[config.mk]
export PLATFORM = sky130hd
export DESIGN_NAME = morse_symbol_tone_keyer_unit
export DESIGN_NICKNAME = d
export VERILOG_FILES = /design/src/hdl/mstk_pkg.sv /design/src/hdl/mstk_cfg_regs.sv /design/src/hdl/mstk_keyer_core.sv /design/src/hdl/morse_symbol_tone_keyer_unit.sv
export VERILOG_INCLUDE_DIRS = /design/src /design/src/hdl
export SDC_FILE = /design/constraint.sdc
export NUM_CORES = 1
export LEC_CHECK = 0
export BUFFER_PORTS_ARGS = -buffer_cell sky130_fd_sc_hd__buf_2
export CAP_MARGIN = 20
export CORE_AREA = 2 2 155 111
export CTS_CLUSTER_DIAMETER = 40
export CTS_CLUSTER_SIZE = 14
export DETAILED_ROUTE_END_ITERATION = 10
export DIE_AREA = 0 0 157 113
export GPL_ROUTABILITY_DRIVEN = 0
export PLACE_DENSITY = 0.76
export SLEW_MARGIN = 30
export SYNTH_ARGS = -nofsm -noshare
export SYNTH_HDL_FRONTEND = slang
export SYNTH_SLANG_ARGS = --single-unit
[constraint.sdc]
create_clock -name clk -period 5.8 [get_ports clk]
set_clock_uncertainty 0.05 [all_clocks]
set_input_delay 0 -clock clk [delete_from_list [all_inputs] [get_ports clk]]
set_output_delay 0 -clock clk [all_outputs]
set_load 0.02 [all_outputs]
[src/hdl/morse_symbol_tone_keyer_unit_macros.svh]
// Assertion macros for the Morse tone keyer.
`ifndef MORSE_SYMBOL_TONE_KEYER_UNIT_MACROS_SVH
`define MORSE_SYMBOL_TONE_KEYER_UNIT_MACROS_SVH

// The consequent must hold in the same cycle as the antecedent.
`define MSTK_ASSERT_SAME(label, clk, rst_n, ante, cons) \
	label: assert property (@(posedge clk) disable iff (!rst_n) (ante) |-> (cons)) \
		else $error("keyer assertion failed");

// The consequent must hold in the cycle after the antecedent.
`define MSTK_ASSERT_NEXT(label, clk, rst_n, ante, cons) \
	label: assert property (@(posedge clk) disable iff (!rst_n) (ante) |=> (cons)) \
		else $error("keyer assertion failed");

`endif

[src/hdl/mstk_pkg.sv]
`default_nettype none

package mstk_pkg;

	localparam int DIT_BITS_DEF = 16;
	localparam int HALF_PERIOD_BITS_DEF = 16;

	localparam int DIT_RESET = 800;
	localparam int HALF_PERIOD_RESET = 10;

	localparam int CFG_INDEX_BITS = 1;
	localparam logic [CFG_INDEX_BITS-1:0] CFG_DIT_LENGTH = 1'b0;
	localparam logic [CFG_INDEX_BITS-1:0] CFG_HALF_PERIOD = 1'b1;

	localparam logic [7:0] CODE_DOT = 8'h2E;
	localparam logic [7:0] CODE_DASH = 8'h2D;
	localparam logic [7:0] CODE_SPACE = 8'h20;
	localparam logic [7:0] CODE_NEWLINE = 8'h0A;

	localparam logic [7:0] LEVEL_SILENCE = 8'd128;
	localparam logic [7:0] LEVEL_HIGH = 8'd255;
	localparam logic [7:0] LEVEL_LOW = 8'd0;

	typedef enum logic [1:0] {
		MODE_IDLE,
		MODE_GAP,
		MODE_TONE,
		MODE_SILENT
	} mode_t;

	typedef struct packed {
		logic [7:0] sample;
		logic       symbol_taken;
		logic       bad_symbol;
		logic       busy_res;
	} mstk_result_t;

endpackage

`default_nettype wire

[src/hdl/mstk_cfg_regs.sv]
`default_nettype none

module mstk_cfg_regs
	import mstk_pkg::*;
#(
	parameter int DIT_BITS = DIT_BITS_DEF,
	parameter int HALF_PERIOD_BITS = HALF_PERIOD_BITS_DEF,
	parameter int CFG_W = (DIT_BITS > HALF_PERIOD_BITS) ? DIT_BITS : HALF_PERIOD_BITS
) (
	input  wire logic                        clk,
	input  wire logic                        arst_n,
	input  wire logic                        cfg_we,
	input  wire logic [CFG_INDEX_BITS-1:0]   cfg_index,
	input  wire logic [CFG_W-1:0]            cfg_data,
	output logic      [DIT_BITS-1:0]         dit_len,
	output logic      [HALF_PERIOD_BITS-1:0] half_period
);

	logic [DIT_BITS-1:0]         dit_len_q;
	logic [HALF_PERIOD_BITS-1:0] half_period_q;
	logic [DIT_BITS-1:0]         dit_wr;
	logic [HALF_PERIOD_BITS-1:0] hp_wr;

	// A written zero behaves as one, so the stored value is already the effective one.
	assign dit_wr = cfg_data[DIT_BITS-1:0];
	assign hp_wr = cfg_data[HALF_PERIOD_BITS-1:0];

	always_ff @(posedge clk or negedge arst_n) begin
		if (!arst_n) begin
			dit_len_q <= DIT_BITS'(DIT_RESET);
			half_period_q <= HALF_PERIOD_BITS'(HALF_PERIOD_RESET);
		end else if (cfg_we) begin
			if (cfg_index == CFG_DIT_LENGTH) begin
				dit_len_q <= (dit_wr == '0) ? DIT_BITS'(1) : dit_wr;
			end
			if (cfg_index == CFG_HALF_PERIOD) begin
				half_period_q <= (hp_wr == '0) ? HALF_PERIOD_BITS'(1) : hp_wr;
			end
		end
	end

	assign dit_len = dit_len_q;
	assign half_period = half_period_q;

endmodule

`default_nettype wire

[src/hdl/mstk_keyer_core.sv]
`default_nettype none

module mstk_keyer_core
	import mstk_pkg::*;
#(
	parameter int DIT_BITS = DIT_BITS_DEF,
	parameter int HALF_PERIOD_BITS = HALF_PERIOD_BITS_DEF
) (
	input  wire logic                        clk,
	input  wire logic                        arst_n,
	input  wire logic                        step_en,
	input  wire logic                        symbol_valid,
	input  wire logic [7:0]                  symbol_code,
	input  wire logic [DIT_BITS-1:0]         dit_len,
	input  wire logic [HALF_PERIOD_BITS-1:0] half_period,
	output mstk_result_t                     result
);

	localparam int REM_W = DIT_BITS + 3;
	localparam int PEND_W = DIT_BITS + 2;

	mode_t                       mode_q, mode_d;
	logic [REM_W-1:0]            remaining_q, remaining_d;
	logic [PEND_W-1:0]           pending_q, pending_d;
	logic [HALF_PERIOD_BITS-1:0] half_cnt_q, half_cnt_d;
	logic                        tone_low_q, tone_low_d;
	logic                        line_start_q, line_start_d;

	logic [PEND_W-1:0]           dit_x3;
	logic [REM_W-1:0]            dit_x7;
	logic [PEND_W-1:0]           mark_len;
	logic                        is_mark;
	logic [HALF_PERIOD_BITS:0]   half_cnt_inc;

	assign dit_x3 = {1'b0, dit_len, 1'b0} + {2'b00, dit_len};
	assign dit_x7 = {dit_len, 3'b000} - {3'b000, dit_len};

	always_ff @(posedge clk or negedge arst_n) begin
		if (!arst_n) begin
			mode_q <= MODE_IDLE;
			remaining_q <= '0;
			pending_q <= '0;
			half_cnt_q <= '0;
			tone_low_q <= 1'b0;
			line_start_q <= 1'b1;
		end else if (step_en) begin
			mode_q <= mode_d;
			remaining_q <= remaining_d;
			pending_q <= pending_d;
			half_cnt_q <= half_cnt_d;
			tone_low_q <= tone_low_d;
			line_start_q <= line_start_d;
		end
	end

	always_comb begin
		mode_d = mode_q;
		remaining_d = remaining_q;
		pending_d = pending_q;
		half_cnt_d = half_cnt_q;
		tone_low_d = tone_low_q;
		line_start_d = line_start_q;
		mark_len = '0;
		is_mark = 1'b0;
		half_cnt_inc = '0;
		result = '{sample: LEVEL_SILENCE, symbol_taken: 1'b0, bad_symbol: 1'b0,
			busy_res: 1'b0};

		// A symbol is only looked at while nothing is playing.
		if (mode_q == MODE_IDLE && symbol_valid) begin
			result.symbol_taken = 1'b1;
			unique case (symbol_code)
				CODE_DOT: begin
					is_mark = 1'b1;
					mark_len = {2'b00, dit_len};
				end
				CODE_DASH: begin
					is_mark = 1'b1;
					mark_len = dit_x3;
				end
				CODE_SPACE: begin
					mode_d = MODE_SILENT;
					remaining_d = {1'b0, dit_x3};
					line_start_d = 1'b0;
				end
				CODE_NEWLINE: begin
					mode_d = MODE_SILENT;
					remaining_d = dit_x7;
					line_start_d = 1'b1;
				end
				default: begin
					result.symbol_taken = 1'b0;
					result.bad_symbol = 1'b1;
				end
			endcase
		end

		// A mark at the start of a line skips the leading one-dit gap.
		if (is_mark) begin
			if (line_start_q) begin
				mode_d = MODE_TONE;
				remaining_d = {1'b0, mark_len};
				half_cnt_d = '0;
				tone_low_d = 1'b0;
			end else begin
				mode_d = MODE_GAP;
				remaining_d = {3'b000, dit_len};
				pending_d = mark_len;
			end
			line_start_d = 1'b0;
		end

		if (mode_d != MODE_IDLE) begin
			result.busy_res = 1'b1;
			if (mode_d == MODE_TONE) begin
				result.sample = tone_low_d ? LEVEL_LOW : LEVEL_HIGH;
				half_cnt_inc = {1'b0, half_cnt_d} + (HALF_PERIOD_BITS + 1)'(1);
				if (half_cnt_inc >= {1'b0, half_period}) begin
					half_cnt_d = '0;
					tone_low_d = !tone_low_d;
				end else begin
					half_cnt_d = half_cnt_inc[HALF_PERIOD_BITS-1:0];
				end
			end
			if (remaining_d != '0) begin
				remaining_d = remaining_d - REM_W'(1);
			end
			if (remaining_d == '0) begin
				if (mode_d == MODE_GAP) begin
					// The gap hands over to the tone it was holding back.
					mode_d = (pending_d == '0) ? MODE_IDLE : MODE_TONE;
					remaining_d = {1'b0, pending_d};
					half_cnt_d = '0;
					tone_low_d = 1'b0;
					pending_d = '0;
				end else begin
					mode_d = MODE_IDLE;
				end
			end
		end
	end

endmodule

`default_nettype wire

[src/hdl/morse_symbol_tone_keyer_unit.sv]
// Morse symbol tone keyer.
//
// Input channel: in_valid / in_stall with payload symbol_valid and symbol_code.
// Every input beat is one audio sample tick and gives exactly one output beat.
// Output channel: out_valid / out_stall with sample, symbol_taken, bad_symbol
// and busy_res. A symbol is taken only when no earlier symbol is still playing;
// otherwise symbol_taken is 0 and the source offers it again on a later beat.
// Configuration: cfg_we writes cfg_data into the register selected by
// cfg_index (0 dit length, 1 tone half period, both in samples).
// A beat is registered in the input stage and its result in the output stage.
// One beat is accepted every cycle while in_stall is low; the keyer state
// register is updated once per beat by a single combinational pass between stages.
// Reset loads a dit of 800 and a half period of 10, empties both stages and
// leaves the keyer idle at the start of a line.
// When the receiver stalls, the output stage holds its beat, one more beat
// waits in the input stage, and then in_stall is raised.
`default_nettype none

`include "morse_symbol_tone_keyer_unit_macros.svh"

module morse_symbol_tone_keyer_unit
	import mstk_pkg::*;
#(
	parameter int DIT_BITS = DIT_BITS_DEF,
	parameter int HALF_PERIOD_BITS = HALF_PERIOD_BITS_DEF,
	localparam int CFG_W = (DIT_BITS > HALF_PERIOD_BITS) ? DIT_BITS : HALF_PERIOD_BITS
) (
	input  wire logic                      clk,
	input  wire logic                      arst_n,
	input  wire logic                      in_valid,
	output logic                           in_stall,
	input  wire logic                      symbol_valid,
	input  wire logic [7:0]                symbol_code,
	output logic                           out_valid,
	input  wire logic                      out_stall,
	output logic      [7:0]                sample,
	output logic                           symbol_taken,
	output logic                           bad_symbol,
	output logic                           busy_res,
	input  wire logic                      cfg_we,
	input  wire logic [CFG_INDEX_BITS-1:0] cfg_index,
	input  wire logic [CFG_W-1:0]          cfg_data
);

	logic                        valid_s1;
	logic                        symbol_valid_s1;
	logic [7:0]                  symbol_code_s1;
	logic                        valid_s2;
	mstk_result_t                result_s2;
	mstk_result_t                step_result;
	logic                        out_free;
	logic                        s1_move;
	logic [DIT_BITS-1:0]         dit_len;
	logic [HALF_PERIOD_BITS-1:0] half_period;

	assign out_free = !valid_s2 || !out_stall;
	assign s1_move = valid_s1 && out_free;
	assign in_stall = valid_s1 && !out_free;

	mstk_cfg_regs #(
		.DIT_BITS(DIT_BITS),
		.HALF_PERIOD_BITS(HALF_PERIOD_BITS),
		.CFG_W(CFG_W)
	) u_cfg (
		.clk(clk),
		.arst_n(arst_n),
		.cfg_we(cfg_we),
		.cfg_index(cfg_index),
		.cfg_data(cfg_data),
		.dit_len(dit_len),
		.half_period(half_period)
	);

	always_ff @(posedge clk or negedge arst_n) begin
		if (!arst_n) begin
			valid_s1 <= 1'b0;
		end else if (in_valid && !in_stall) begin
			valid_s1 <= 1'b1;
		end else if (s1_move) begin
			valid_s1 <= 1'b0;
		end
	end

	always_ff @(posedge clk) begin
		if (in_valid && !in_stall) begin
			symbol_valid_s1 <= symbol_valid;
			symbol_code_s1 <= symbol_code;
		end
	end

	mstk_keyer_core #(
		.DIT_BITS(DIT_BITS),
		.HALF_PERIOD_BITS(HALF_PERIOD_BITS)
	) u_core (
		.clk(clk),
		.arst_n(arst_n),
		.step_en(s1_move),
		.symbol_valid(symbol_valid_s1),
		.symbol_code(symbol_code_s1),
		.dit_len(dit_len),
		.half_period(half_period),
		.result(step_result)
	);

	always_ff @(posedge clk or negedge arst_n) begin
		if (!arst_n) begin
			valid_s2 <= 1'b0;
		end else if (out_free) begin
			valid_s2 <= s1_move;
		end
	end

	always_ff @(posedge clk) begin
		if (s1_move) begin
			result_s2 <= step_result;
		end
	end

	assign out_valid = valid_s2;
	assign sample = result_s2.sample;
	assign symbol_taken = result_s2.symbol_taken;
	assign bad_symbol = result_s2.bad_symbol;
	assign busy_res = result_s2.busy_res;

	`MSTK_ASSERT_SAME(a_taken_bad_excl, clk, arst_n, out_valid, !(symbol_taken && bad_symbol))
	`MSTK_ASSERT_SAME(a_idle_silent, clk, arst_n, out_valid && !busy_res, sample == LEVEL_SILENCE)
	`MSTK_ASSERT_SAME(a_bad_not_busy, clk, arst_n, out_valid && bad_symbol, !busy_res)
	`MSTK_ASSERT_NEXT(a_move_fills_out, clk, arst_n, s1_move, out_valid)

endmodule

`default_nettype wire

==> Word level (Yosys, flattened, before mapping) <==
Index checks and enable logic that the tools add are counted.
{ "totals": {"mem_count": 0, "latchBits": 0, "romBits": 0, "ramBits": 0, "register_bits": 111} }
{ "classes": {"n_div": 0, "n_bitwise": 1, "multipliers": 0, "addsub": 4, "eq_ne": 6, "magnitude_cmp": 1, "shifts": 0, "reduce_logical": 26, "n_mux": 49} }
{ "op_table": {"columns": ["cell", "n"], "rows": [
  ["19-bit two-way mux", 7],
  ["16-bit two-way mux", 8],
  ["18-bit two-way mux", 7],
  ["19-bit one-hot mux with 2 select lines", 1],
  ["18-bit one-hot mux with 2 select lines", 1],
  ["8-bit by 6-bit equality test with 1-bit output, second input constant", 3],
  ["19-bit zero test", 1],
  ["19-bit nonzero test", 1],
  ["19-bit by 1-bit subtractor with 19-bit output, second input constant", 1],
  ["19-bit by 16-bit subtractor with 19-bit output", 1],
  ["17-bit by 16-bit adder with 18-bit output", 1],
  ["18-bit zero test", 1],
  ["2-bit two-way mux", 9],
  ["16-bit by 1-bit adder with 17-bit output, second input constant", 1],
  ["17-bit by 16-bit >= comparator with 1-bit output", 1],
  ["16-bit zero test", 1],
  ["1-bit two-way mux", 14],
  ["8-bit by 4-bit equality test with 1-bit output, second input constant", 1],
  ["8-bit two-way mux", 1],
  ["2-bit AND reduction", 3],
  ["2-bit nonzero test", 3],
  ["1-bit zero test", 5],
  ["1-bit logical AND", 4],
  ["2-bit OR reduction", 2],
  ["9 further kinds", 9]
]} }

==> Longest topological paths before layout <==
{ "depth": {"ltp_word": 12, "mapped_depth": 24} }

==> Hierarchy <==
From an unflattened synthesis, not the netlist that was laid out.
{ "hier_totals": {"cells_unflattened": 1064, "hier_area_um2": 9137.5} }
{ "by_module_without_submodules": {"columns": ["mod", "area_each_um2", "cells_each", "instances"], "rows": [
  ["mstk_keyer_core", 7161.9, 958, 1],
  ["mstk_cfg_regs", 1282.5, 78, 1],
  ["morse_symbol_tone_keyer_unit", 693.2, 28, 1]
]} }

==> Worst setup path after synthesis <==
OpenSTA, ideal clock, no wires.
{ "synth_timing": {"path_type": "register -> register", "from": "register u_cfg.dit_len_q[5], in the netlist u_cfg.dit_len[5]", "to": "register u_core.remaining_q[7]", "slack_ps": 911, "n_path_buf": 2, "t_arrival_ps": 4735, "stages_incl_launch_ff": 17, "cell_sequence": "dfstp_2 -> inv_1 -> ha_1 -> or3_1 -> o22a_2 -> a221oi_4 -> nor3b_1 -> mux2_2 -> a211oi_2 -> nand2_1 -> or4_1 -> or4_4 -> or3b_1 -> buf_6 -> or2_1 -> buf_6 -> o41ai_4"} }
{ "synth_via": {"elab_chain_len": 11, "word_cells_on_any_way": 18, "classes_between": "add/sub (3); mux (13); reduce/logical (2)"} }
{ "synth_lines": {"columns": ["element", "line", "text"], "rows": [
  ["start: declaration", "mstk_cfg_regs.sv:19", "logic [DIT_BITS-1:0] dit_len_q;"],
  ["start signal: assignment", "mstk_cfg_regs.sv:30", "dit_len_q <= DIT_BITS'(DIT_RESET);"],
  ["start signal: assignment", "mstk_cfg_regs.sv:34", "dit_len_q <= (dit_wr == '0) ? DIT_BITS'(1) : dit_wr;"],
  ["17-bit by 16-bit adder with 18-bit output", "mstk_keyer_core.sv:35", "assign dit_x3 = {1'b0, dit_len, 1'b0} + {2'b00, dit_len};"],
  ["18-bit one-hot mux with 2 select lines", "mstk_keyer_core.sv:72", "unique case (symbol_code)"],
  ["18-bit two-way mux", "mstk_keyer_core.sv:70", "if (mode_q == MODE_IDLE && symbol_valid) begin"],
  ["18-bit two-way mux", "mstk_keyer_core.sv:100", "if (line_start_q) begin"],
  ["19-bit two-way mux", "mstk_keyer_core.sv:99", "if (is_mark) begin"],
  ["19-bit by 1-bit subtractor with 19-bit output or 19-bit nonzero test (tied branches)", "mstk_keyer_core.sv:126, mstk_keyer_core.sv:125", null],
  ["19-bit two-way mux", "mstk_keyer_core.sv:125", "if (remaining_d != '0) begin"],
  ["19-bit two-way mux", "mstk_keyer_core.sv:113", "if (mode_d != MODE_IDLE) begin"],
  ["19-bit zero test or 19-bit two-way mux (tied branches)", "mstk_keyer_core.sv:128, mstk_keyer_core.sv:129", null],
  ["19-bit two-way mux", "mstk_keyer_core.sv:128", "if (remaining_d == '0) begin"],
  ["19-bit two-way mux *", "mstk_keyer_core.sv:113", null],
  ["end signal: assignment", "mstk_keyer_core.sv:48", "remaining_q <= remaining_d;"],
  ["end: declaration", "mstk_keyer_core.sv:23", "logic [REM_W-1:0] remaining_q, remaining_d;"]
]} }
Mark *: on every way between the ends. The rest lies on a longest branch, timed or not. The select of a mux whose other input is x is not followed.
A chain may end at the register's enable or synchronous reset.

==> Final worst setup path <==
{ "layout_timing": {"from": "register u_cfg.dit_len_q[2], in the netlist u_cfg.dit_len[2]", "to": "register u_core.remaining_q[7]"} }
Same word-level chain as after synthesis.

==> results.py <==
metrics = {
    "timing": {
        "finalCritPeriodShare_pct": 95.98,
        "timing.fmax_ghz": 0.1796,
        "finalSetupTns_ns": 0,
        "period_needed_ns": 5.567,
        "tightest_slew_ns": 0.8978,
        "slew_viol_final": 0,
        "max_slew_margin_pct": 40.15,
        "finalSetupViolCount": 0,
        "hold_violations": 0,
        "grt_setup_unrepaired": "false",
    },
    "clock_network": {
        "path_clk_slew_ns": 0.08,
        "cts_setup_buffers": 0,
        "cts_tree": "built",
        "clockBufferDepth": 2,
        "htreeDepth": 3,
        "cts-root-buf": "clkbuf_16",
        "cts_buffers": 9,
        "clk_latency_ns": 0.37,
        "cts_sinks": 105,
    },
    "yosys": {
        "yosys-top-cells-area": "dfrtp_1 (24%), ha_1 (7.4%), nand2_1 (5.8%)",
        "ys.flop_type": "dfrtp_1",
        "synth_area_per_cell_um2": 8.243,
        "syn_inst": 1068,
        "yosysTopAreaCellShare_pct": 24.16,
        "synth_edf_count": 14,
        "ys_types": 95,
        "seq_area_frac_synth_pct": 30.73,
        "ys_ff_latch": 105,
        "synth.net_count": 1152,
        "synth-async-reset-ratio_pct": 86.67,
        "ys_warn_count": 0,
        "yosysMostFrequentCell": "nand2_1",
        "synthTopCellsByCount": "nand2_1 (136), o21ai_0 (86), dfrtp_1 (85), nor2_1 (73), a21oi_1 (69)",
        "synth_area_leader_cell": "dfrtp_1",
        "synth_area_um2": 8803,
    },
    "drt": {
        "drt-total-wl_mm": 28.24,
        "viasPerCell": 6.563,
        "drt_iter0_markers": 1565,
        "antenna_left": 0,
        "first_pass_iters": 8,
        "wl_per_cell_um": 20.83,
        "vias": 8899,
        "route.detailed.drc": 0,
    },
    "power_and_ir_drop": {
        "p_leak_uw": 0.004183,
        "p_sw_uw": 1219,
        "p_sw_share_pct": 42.12,
        "ir_worst_vdd_v": 0.0001906,
        "clockPowerShare_pct": 22.0,
        "seqPwrFrac_pct": 33.4,
        "combPwrFrac_pct": 44.6,
        "cellPowerDensity_nw_per_um2": 292.7,
        "p_int_uw": 1675,
    },
    "critical_path": {
        "r2r_slack_ns": 0.23,
        "setup.worst_path.start": "u_cfg.dit_len[2]$_DFFE_PN0P_",
        "cp_max_fo": 10,
        "cp.required_ns": 6.02,
        "worst_r2r_path_depth": 15,
        "timing.rr.end": "u_core.remaining_q[7]$_DFFE_PN0P_",
        "arrival_ns": 5.79,
        "path_class": "reg -> reg",
        "crit_path_end": "u_core.remaining_q[7]$_DFFE_PN0P_",
        "end_kind": "flip-flop",
        "reg2reg_from": "u_cfg.dit_len[2]$_DFFE_PN0P_",
        "critPathLaunchType": "flip-flop",
    },
    "placement": {
        "placed_cell_area_um2": 9271,
        "dp_cells": 1309,
        "dp_hpwl_mm": 20.65,
        "io_buffers": 43,
    },
    "outcome": {
        "status": "completed",
    },
    "flow_run": {
        "max_cap_viol_count": 0,
    },
    "final_layout": {
        "area_growth_pct": 12.29,
        "drive_gt1_share_pct": 12.82,
        "stdcell_area_um2": 9886,
        "final_nets": 1210,
        "instances_no_fill": 1356,
        "num_antenna_cells": 0,
    },
    "global_routing": {
        "grt_max_degree": 62,
        "track_usage_pct": 32.30,
        "grt_pass1_vias": 8034,
        "overflow": 0,
        "grt_pass1_wl_mm": 44.14,
        "antenna_found_initial": 1,
    },
    "floorplanning": {
        "ios": 44,
        "dieArea_um2": 17740,
        "start_util_pct": 54.50,
        "rows": 39,
        "core_area_um2": 16150,
        "die_x_um": 157,
        "die_y_um": 113,
    },
    "hold_path": {
        "hp-class": "in -> async",
    },
}
==> cell usage in the layout (no fill, tap or decap), types with 25 or more instances in the layout <==
master         instances
nand2_1              135
o21ai_0               86
dfrtp_1               85
nor2_1                73
a21oi_1               69
inv_1                 53
ha_1                  52
buf_2                 42
nand3_1               32
dlygate4sd3_1         31
buf_4                 31
xnor2_1               25
==> worst max-delay path, cell delays in order (launching register included) <==
cell and delay, ns:
dfrtp_1 0.55, inv_1 0.17, ha_1 0.32, a211oi_1 0.10
o31a_1 0.39, a2111oi_2 0.50, o31ai_1 0.13, xnor2_1 0.17
a211oi_2 0.47, nand2_1 0.23, nor3_2 0.41, a21oi_1 0.18
or4_4 0.57, or3b_1 0.51, or2_1 0.39, o41ai_4 0.34
==> power by group through the flow <==
stage                     logic [uW]  clock network (uW)  registers [uW]
after detailed placement        1220                   0             963
final                           1290                 637             967
after CTS                       1240                 641             954
after global placement          1190                   0             965
after global routing            1390                 666             973
after floorplan                  915                   0             918
==> how the worst min path moves through the flow <==
| stage | to | cells past startpoint |
|---|---|---|
| after floorplan | out_valid$_DFFE_PN0P_ | 0 |
| after global placement | u_core.pending_q[5]$_DFFE_PN0P_ | 1 |
| after detailed placement | u_core.pending_q[5]$_DFFE_PN0P_ | 1 |
| after CTS | u_cfg.dit_len[0]$_DFFE_PN0P_ | 3 |
| after global routing | u_cfg.dit_len[15]$_DFFE_PN0P_ | 4 |
| final | u_core.remaining_q[0]$_DFFE_PN0P_ | 2 |
==> cell families (layout without fill, tap and decap cells) <==
group	after synthesis	after routing	synth area share, %
buf+inv	111	174	5.330
compound gates	336	336	26.17
mux	24	24	2.956
xor+xnor	44	44	4.377
flops	105	105	30.73
fa+ha+maj	53	53	7.618
simple gates	395	395	22.83
==> routing by layer <==
metal / global-route usage (%) / up-vias / wire length, um
met5: 0 / - / 0
met4: 9.358 / 0 / 764
met3: 11.45 / 65 / 3988
met2: 42.54 / 572 / 10870
met1: 49.00 / 4182 / 12620
li1: - / 4080 / -
==> repair_timing <==
item	4_1_cts	5_1_grt
hold buffers	31	0
setup endpoints to repair	0	9
endpoints found under the hold margin	76	0
gates resized for setup	0	1
==> sequential cells by signal, indices dropped and copies added, names as in the netlist <==
register             count
u_core.line_start_q      1
out_valid                1
valid_s1                 1
symbol_valid_s1          1
symbol_taken             1
u_core.half_cnt_q       16
u_core.pending_q        18
u_cfg.dit_len           16
u_core.mode_q            2
busy_res                 1
u_core.remaining_q      19
sample                   2
bad_symbol               1
u_core.tone_low_q        1
u_cfg.half_period       16
symbol_code_s1           8
==> stage by stage <==
step | total power [uW] | worst slack, ns | hold slack (ns) | utilization (%)
2_1_floorplan | 1832 | 0.9114 | -0.3456 | -
3_3_place_gp | 2157 | 0.4841 | -0.05043 | 57.37
3_5_place_dp | 2180 | 0.3714 | -0.05584 | 57.40
4_1_cts | 2837 | 0.3639 | 0.07804 | 61.17
5_1_grt | 3029 | 0.004544 | 0.1425 | 61.21
6_report | 2893 | 0.2330 | 0.09259 | 61.21
==> cell type report <==
class / count / area (um^2)
clock buffer: 11 / 254.0
multi-input combinational: 852 / 5644
timing repair buffer: 104 / 753.2
clock inverter: 5 / 45.04
fill: 1398 / 6266
tap: 225 / 281.5
sequential: 105 / 2705
inverter: 54 / 202.7
No activity file was read; power rests on OpenSTA's default activity.
